`src/hdl/ddft_pkg.sv`:
```
// Package for the direct DFT frame block: sizes, controller/datapath links
// and the twiddle ROM contents, built at elaboration.
// No dependencies.
package ddft_pkg;

  // Frame and word sizes.
  localparam int FRAME_LEN    = 1024;
  localparam int SAMPLE_BITS  = 16;
  localparam int TWIDDLE_BITS = 16;
  localparam int BIN_W        = 10;
  localparam int ACC_W        = 42;
  localparam int IDX_W        = $clog2(FRAME_LEN);
  localparam int CNT_W        = IDX_W + 1;
  localparam int M_W          = (BIN_W > IDX_W) ? BIN_W : IDX_W;
  localparam int PROD_W       = SAMPLE_BITS + TWIDDLE_BITS;
  localparam int ROM_W        = 2 * TWIDDLE_BITS;

  // Fixed-point constants of the table generator (Q30).
  localparam logic [63:0] Q30_ONE = 64'd1 << 30;
  localparam logic [63:0] PIH_Q30 = 64'd1686629713;

  typedef logic [ROM_W-1:0] twd_word_t;
  typedef twd_word_t        twd_rom_t [FRAME_LEN];
  typedef logic signed [TWIDDLE_BITS-1:0] twd_t;

  // Commands from the controller to the datapath.
  typedef struct packed {
    logic load;     // write a sample at the write position
    logic start;    // latch the bin, clear the sums and the address counters
    logic reduce;   // take the bin down by one frame length
    logic issue;    // read one sample and twiddle into the pipeline
    logic publish;  // copy the sums into the output register
  } ddft_cmd_t;

  // Status from the datapath to the controller.
  typedef struct packed {
    logic m_ok;       // bin is below the frame length
    logic last_issue; // the current read is the last of the frame
    logic pipe_busy;  // products are still in flight
  } ddft_stat_t;

  // Clamp a Q30 value to [0, 1], round half up and saturate.
  function automatic twd_t to_twiddle(input logic signed [63:0] v);
    logic signed [63:0] w;
    logic signed [63:0] r;
    logic signed [63:0] maxv;
    w    = v;
    maxv = (64'sd1 <<< (TWIDDLE_BITS - 1)) - 64'sd1;
    if (w < 0) begin
      w = 0;
    end
    if (w > $signed(Q30_ONE)) begin
      w = $signed(Q30_ONE);
    end
    r = (w + (64'sd1 <<< (30 - TWIDDLE_BITS))) >>> (31 - TWIDDLE_BITS);
    if (r > maxv) begin
      r = maxv;
    end
    return TWIDDLE_BITS'(r);
  endfunction

  // One ROM entry {cos, sin} for angle 2*pi*k/FRAME_LEN, by Taylor series.
  function automatic twd_word_t twiddle_entry(input int k);
    logic [63:0] four;
    logic [63:0] q;
    logic [63:0] r;
    logic [63:0] t;
    logic [63:0] t2;
    logic [63:0] ts;
    logic [63:0] tc;
    logic signed [63:0] s;
    logic signed [63:0] c;
    twd_t cv;
    twd_t sv;
    twd_t co;
    twd_t so;
    four = 64'(k) * 64'd4;
    q    = four / FRAME_LEN;
    r    = four - q * 64'(FRAME_LEN);
    t    = (PIH_Q30 * r) / FRAME_LEN;
    t2   = (t * t) >> 30;
    ts   = t;
    tc   = Q30_ONE;
    s    = 0;
    c    = 0;
    for (int j = 0; j < 14; j++) begin
      if ((j & 1) != 0) begin
        s = s - $signed(ts);
        c = c - $signed(tc);
      end else begin
        s = s + $signed(ts);
        c = c + $signed(tc);
      end
      ts = ((ts * t2) >> 30) / 64'((2 * j + 2) * (2 * j + 3));
      tc = ((tc * t2) >> 30) / 64'((2 * j + 1) * (2 * j + 2));
    end
    cv = to_twiddle(c);
    sv = to_twiddle(s);
    case (q[1:0])
      2'd0: begin
        co = cv;
        so = sv;
      end
      2'd1: begin
        co = -sv;
        so = cv;
      end
      2'd2: begin
        co = -cv;
        so = -sv;
      end
      default: begin
        co = sv;
        so = -cv;
      end
    endcase
    return {co, so};
  endfunction

  function automatic twd_rom_t build_rom();
    twd_rom_t rom;
    for (int k = 0; k < FRAME_LEN; k++) begin
      rom[k] = twiddle_entry(k);
    end
    return rom;
  endfunction

  // Cosine in the upper half of each word, sine in the lower half.
  localparam twd_rom_t TWIDDLE_ROM = build_rom();

endpackage

```
`src/hdl/ddft_ctrl.sv`:
```
// Controller of the direct DFT frame block: input and output handshakes
// and the sequencing of one bin request. Depends on ddft_pkg.
module ddft_ctrl (
  input  logic                clk_i,
  input  logic                rst_ni,
  input  logic                in_valid_i,
  output logic                in_stall_o,
  input  logic                mode_i,
  output logic                out_valid_o,
  input  logic                out_stall_i,
  output ddft_pkg::ddft_cmd_t cmd_o,
  input  ddft_pkg::ddft_stat_t stat_i
);
  import ddft_pkg::*;

  typedef enum logic [2:0] {
    ST_IDLE,
    ST_REDUCE,
    ST_RUN,
    ST_FLUSH,
    ST_HOLD
  } state_e;

  state_e state_q;
  logic   out_valid_q;
  logic   out_valid_d;
  logic   in_take;
  logic   out_free;

  // Items are taken only between requests; loads finish in the accept cycle.
  assign in_stall_o  = (state_q != ST_IDLE);
  assign in_take     = in_valid_i && (state_q == ST_IDLE);
  assign out_free    = !out_valid_q || !out_stall_i;
  assign out_valid_o = out_valid_q;

  // Commands follow from the state and the accepted transaction.
  always_comb begin
    cmd_o         = '0;
    cmd_o.load    = in_take && !mode_i;
    cmd_o.start   = in_take && mode_i;
    cmd_o.reduce  = (state_q == ST_REDUCE) && !stat_i.m_ok;
    cmd_o.issue   = (state_q == ST_RUN);
    cmd_o.publish = (state_q == ST_HOLD) && out_free;
  end

  // The output valid flag drops when its transaction is taken and rises on
  // a new result; a result may replace one that leaves in the same cycle.
  always_comb begin
    out_valid_d = out_valid_q;
    if (out_valid_q && !out_stall_i) begin
      out_valid_d = 1'b0;
    end
    if ((state_q == ST_HOLD) && out_free) begin
      out_valid_d = 1'b1;
    end
  end

  // State register and the output valid flag.
  always_ff @(posedge clk_i or negedge rst_ni) begin
    if (!rst_ni) begin
      state_q     <= ST_IDLE;
      out_valid_q <= 1'b0;
    end else begin
      out_valid_q <= out_valid_d;
      case (state_q)
        ST_IDLE: begin
          if (in_take && mode_i) begin
            state_q <= ST_REDUCE;
          end
        end
        ST_REDUCE: begin
          if (stat_i.m_ok) begin
            state_q <= ST_RUN;
          end
        end
        ST_RUN: begin
          if (stat_i.last_issue) begin
            state_q <= ST_FLUSH;
          end
        end
        ST_FLUSH: begin
          if (!stat_i.pipe_busy) begin
            state_q <= ST_HOLD;
          end
        end
        ST_HOLD: begin
          if (out_free) begin
            state_q <= ST_IDLE;
          end
        end
        default: begin
          state_q <= ST_IDLE;
        end
      endcase
    end
  end

endmodule

```
`config.mk`:
```
export PLATFORM = sky130hd
export DESIGN_NAME = ddft_ctrl
export DESIGN_NICKNAME = d
export VERILOG_FILES = /design/src/hdl/ddft_pkg.sv /design/src/hdl/ddft_ctrl.sv
export SDC_FILE = /design/constraint.sdc
export NUM_CORES = 1
export LEC_CHECK = 0
export ABC_AREA = 0
export BUFFER_PORTS_ARGS = -buffer_cell sky130_fd_sc_hd__buf_2
export CORE_AREA = 2 2 39 41
export DETAILED_ROUTE_END_ITERATION = 10
export DIE_AREA = 0 0 41 43
export GPL_ROUTABILITY_DRIVEN = 1
export SLEW_MARGIN = 20
export SYNTH_ARGS = -nofsm -noshare
export SYNTH_HDL_FRONTEND = slang
export SYNTH_SLANG_ARGS = --single-unit
```
`constraint.sdc`:
```
create_clock -name clk_i -period 1.1 [get_ports clk_i]
set_input_delay 0.22 -clock clk_i [delete_from_list [all_inputs] [get_ports clk_i]]
set_output_delay 0.22 -clock clk_i [all_outputs]
set_load 0.02 [all_outputs]
```
# Yosys cells after proc, flatten, opt, wreduce, memory -nomap -nowiden
# Index checks and enable logic that the tools add are counted.
[word_totals]
reg_bits = 4
elab_cells = 34
in_bits = 8
[op_classes]
n_eq_ne = 9
muxes = 8
reduce_logical = 15
[ops]
columns = ["cell", "count"]
rows = [
  ["two-way mux 3 bit", 5],
  ["case mux 3 bit (5 select lines)", 1],
  ["inequality test 2 bit (second input constant)", 4],
  ["equality test 3 x 2 -> 1 bit (second input constant)", 2],
  ["logical AND 1 bit", 6],
  ["AND reduction 5 bit", 1],
  ["zero test 1 bit", 4],
  ["equality test 3 x 1 -> 1 bit (second input constant)", 1],
  ["equality test 3 bit (second input constant)", 1],
  ["zero test 3 bit", 1],
  ["nonzero test 3 bit", 1],
  ["two-way mux 1 bit", 2],
  ["inequality test 2 x 1 -> 1 bit (second input constant)", 1],
  ["nonzero test 2 bit", 1],
  ["logical OR 1 bit", 1],
]

# Longest topological paths before layout
[depth]
word_depth = 5
mapped_depth = 5

# Worst setup path after synthesis
# No wires, ideal clock.
[synth_timing]
path_kind = "flip-flop to output port"
startpoint = "register state_q[1]"
endpoint = "output port cmd_o[2] in the netlist's numbering"
required_ps = 880
path_stages_with_launch = 3
path_buffers = 1
path_slack_ps = -331
arrival_ps = 1211
path_cell_list = "dfrtp_1 clkbuf_2 nor4_1"
[synth_lines]
columns = ["element", "line_no", "source"]
rows = [
  ["start, declared", "ddft_ctrl.sv:24", "state_e state_q;"],
  ["start signal, assigned", "ddft_ctrl.sv:61", "state_q <= ST_IDLE;"],
  ["start signal, assigned", "ddft_ctrl.sv:68", "state_q <= ST_REDUCE;"],
  ["start signal, assigned", "ddft_ctrl.sv:73", "state_q <= ST_RUN;"],
  ["end, declared", "ddft_ctrl.sv:11", "output ddft_pkg::ddft_cmd_t cmd_o,"],
]

==> flow_metrics.tcl <==
set metrics [dict create \
    hpwl_um 499 \
    slew_violations 0 \
    final_min_period_over_clock_period_pct 132 \
    rsz0062_at_grt "true" \
    cts_tree "built" \
    tightest_slew_ps 245 \
    r2r-end "state_q[1]" \
    netlist_area_um2 235 \
    seq_power_share_pct 25.2 \
    vias 287 \
    hold_class "input pin to register" \
    drt_pass1_iterations 2 \
    holdWs_ps 234 \
    synth_top_area_share_pct 42.6 \
    ir_worst_vdd_mv 0.913 \
    end_kind "primary output" \
    cts_buffer_depth 2 \
    critPathMaxStageDelay_ps 450 \
    synth_simple_gate_area_share_pct 28.2 \
    violations "setup timing" \
    synth_top_area_cell "dfrtp_1" \
    drc 0 \
    die_w_um 41 \
    slew_headroom_pct 83.7 \
    core_region_area_um2 1380 \
    synthAdderAreaFrac_pct 0 \
    die-area_um2 1760 \
    ys_seq_elements 4 \
    antenna_left 0 \
    cap_violations 0 \
    port_buffers 14 \
    synthDistinctLibCells 19 \
    final_area_um2 493 \
    cp.arrival_ps 1230 \
    swShare_pct 40.6 \
    clk_pin_slew_ps 40 \
    numClockSinks 4 \
    drtIter0Drc 4 \
    drt_wl_total_um 718 \
    synthToLayoutAreaGrowth_pct 110 \
    setup_viol 7 \
    fin_tns_setup_ps -1890 \
    crit_fanout 6 \
    syn_avg_cell_area_um2 8.11 \
    p_int_uw 747 \
    start_util_pct 17.0 \
    holdPathStages 3 \
    gp_congestion 0.753 \
    ys_seq_area_share_pct 42.6 \
    ys_top_cells_by_area "dfrtp_1 43%, nand2_1 6.4%, a21oi_1 4.3%" \
    track_usage_pct 11.2 \
    grt_pass1_vias 315 \
    reg2reg_slack_ps -100 \
    h-tree-depth 1 \
    grt_overflow 0 \
    die_h_um 43 \
    power.density_nw_per_um2 2550 \
    reg2reg_depth 4 \
    grtUsageMet1_pct 12.9 \
    cts_buffers 3 \
    critical_path_class "register to primary output" \
    startpoint_type "register" \
    fmax_mhz 690 \
    yosys_warnings 0 \
    drive_gt1_share_pct 70.6 \
    clock_latency_ps 230 \
    synthMuxAreaShare_pct 0 \
    grt_max_degree 8 \
    wl_per_cell_um 10.7 \
    p_sw_uw 510 \
    hold_start "out_stall_i" \
    finalCriticalPeriod_ps 1450 \
    hold_end "out_valid_o" \
    grt_pass1_wl_mm 1.26 \
    skew_ps 2.04 \
    gr-usage-met2_pct 14.7 \
    placed_cell_area_um2 364 \
    syn_inst 29 \
    synth_compound_area_share_pct 19.1 \
    p_leak_uw 0.000234 \
    combPwrFrac_pct 60.6 \
    rows 14 \
    antenna_found_initial 0 \
    cts-root-buf "clkbuf_4" \
    r2r-start "state_q[0]" \
    antenna_cells 0 \
    syn-num-nets 37 \
    required_ps 880 \
    gr-max-usage-layer "met2" \
    io_pins 15 \
    fin_nets 61 \
    path_cells "nor3_4 -> and3_4 -> buf_6" \
    synthXorXnorAreaFrac_pct 0 \
    synth_top_family_by_area "simple AND/OR/NAND/NOR gates" \
    p_clk_share_pct 14.2 \
    fin_ws_ps -350 \
    cp_slowest_cell "dfrtp_2" \
    status "complete, but fails checks" \
    met3_usage_pct 4.71 \
    vias_per_cell 4.28 \
    hold_viol_final 0 \
]
==> cells in the mapped netlist <==
master    number
o32ai_1        1
clkbuf_2       1
a221oi_1       1
nor3_1         1
o21ai_0        2
nor3b_1        1
inv_2          1
nand2b_1       1
nor2b_1        1
buf_4          1
and3_1         1
a211oi_1       1
nor2_1         2
a21oi_1        2
inv_1          2
nand2_1        4
nor4_1         1
or3_1          1
dfrtp_1        4
==> stage by stage <==
step / utilization, % / cells / worst slack, ps / power, uW
3_3_place_gp: 26.3 / 60 / -151 / 789
4_1_cts: 32.9 / 67 / -350 / 1150
5_1_grt: 35.6 / 67 / -414 / 1360
6_report: 35.6 / 67 / -350 / 1260
3_5_place_dp: 26.3 / 60 / -198 / 797
2_1_floorplan: - / 29 / -128 / 648
==> final cells by class <==
cell class / count / area (um^2)
Clock buffer: 3 / 22.5
Fill cell: 144 / 891
Inverter: 3 / 11.3
Multi-Input combinational cell: 20 / 173
Sequential cell: 4 / 103
Tap cell: 16 / 20.0
Timing Repair Buffer: 21 / 164
==> state kept, by name, indices dropped and copies added (netlist names) <==
signal,count
state_q,3
out_valid_o,1
==> worst max-delay path by stage <==
stage | endpoint | cells after the start | slack (ps) | from
floorplan | cmd_o[2] | 2 | -130 | state_q[0]
global placement | cmd_o[4] | 4 | -150 | state_q[0]
detailed placement | cmd_o[4] | 4 | -200 | state_q[0]
CTS | cmd_o[3] | 3 | -350 | state_q[0]
global route | cmd_o[3] | 3 | -410 | state_q[0]
finish | cmd_o[3] | 3 | -350 | state_q[0]
==> critical path, delay by kind of cell, from the launching register on <==
kind,cells,cell delay (ps)
buffers and inverters,1,110
and+or+nand+nor,2,430
DFF,1,450
==> logic make-up after synthesis <==
family                 after synthesis
AOI/OAI and AO/OA                    7
buffers and inverters                5
DFF                                  4
and+or+nand+nor                     13
==> power by group through the flow <==
stage | Sequential [uW] | Clock, uW | Combinational [uW]
2_1_floorplan | 271 | 0 | 378
3_3_place_gp | 288 | 0 | 501
3_5_place_dp | 292 | 0 | 505
4_1_cts | 308 | 182 | 661
5_1_grt | 330 | 205 | 822
6_report | 316 | 178 | 762
==> layer usage <==
| layer | part of all wire [%] | wire length [um] | vias up |
|---|---|---|---|
| li1 | - | - | 149 |
| met2 | 61 | 435 | 5 |
| met5 | 0 | 0 | - |
| met4 | 0 | 0 | 0 |
| met1 | 35 | 254 | 133 |
| met3 | 3.8 | 27 | 0 |
==> placed cells by master, fill, tap and decap left out <==
cell type,Yosys,layout
a211oi_1,1,1
a21oi_1,2,1
a21oi_2,0,1
a221oi_1,1,1
and3_4,0,1
buf_2,0,9
buf_4,1,4
buf_6,0,7
clkbuf_4,0,3
dfrtp_1,4,2
dfrtp_2,0,2
dlygate4sd3_1,0,1
inv_1,2,2
inv_2,1,1
nand2_1,4,3
nand2_2,0,1
nand2b_4,0,1
nor2_1,2,1
nor2_4,0,1
nor2b_1,1,1
nor3_4,0,1
nor3b_2,0,1
nor4_2,0,1
o21ai_0,2,1
o21ai_1,0,1
o32ai_2,0,1
or3_4,0,1
==> repair_timing <==
action | CTS | global route
hold buffers | 1 | 0
setup endpoints to repair | 6 | 9
endpoints found under the hold margin | 4 | 0
resized for setup | 12 | 9
cloned | 0 | 0
pin swaps | 6 | 3
setup buffers | 3 | 0
Note: power is estimated with default switching activity, not from simulation.
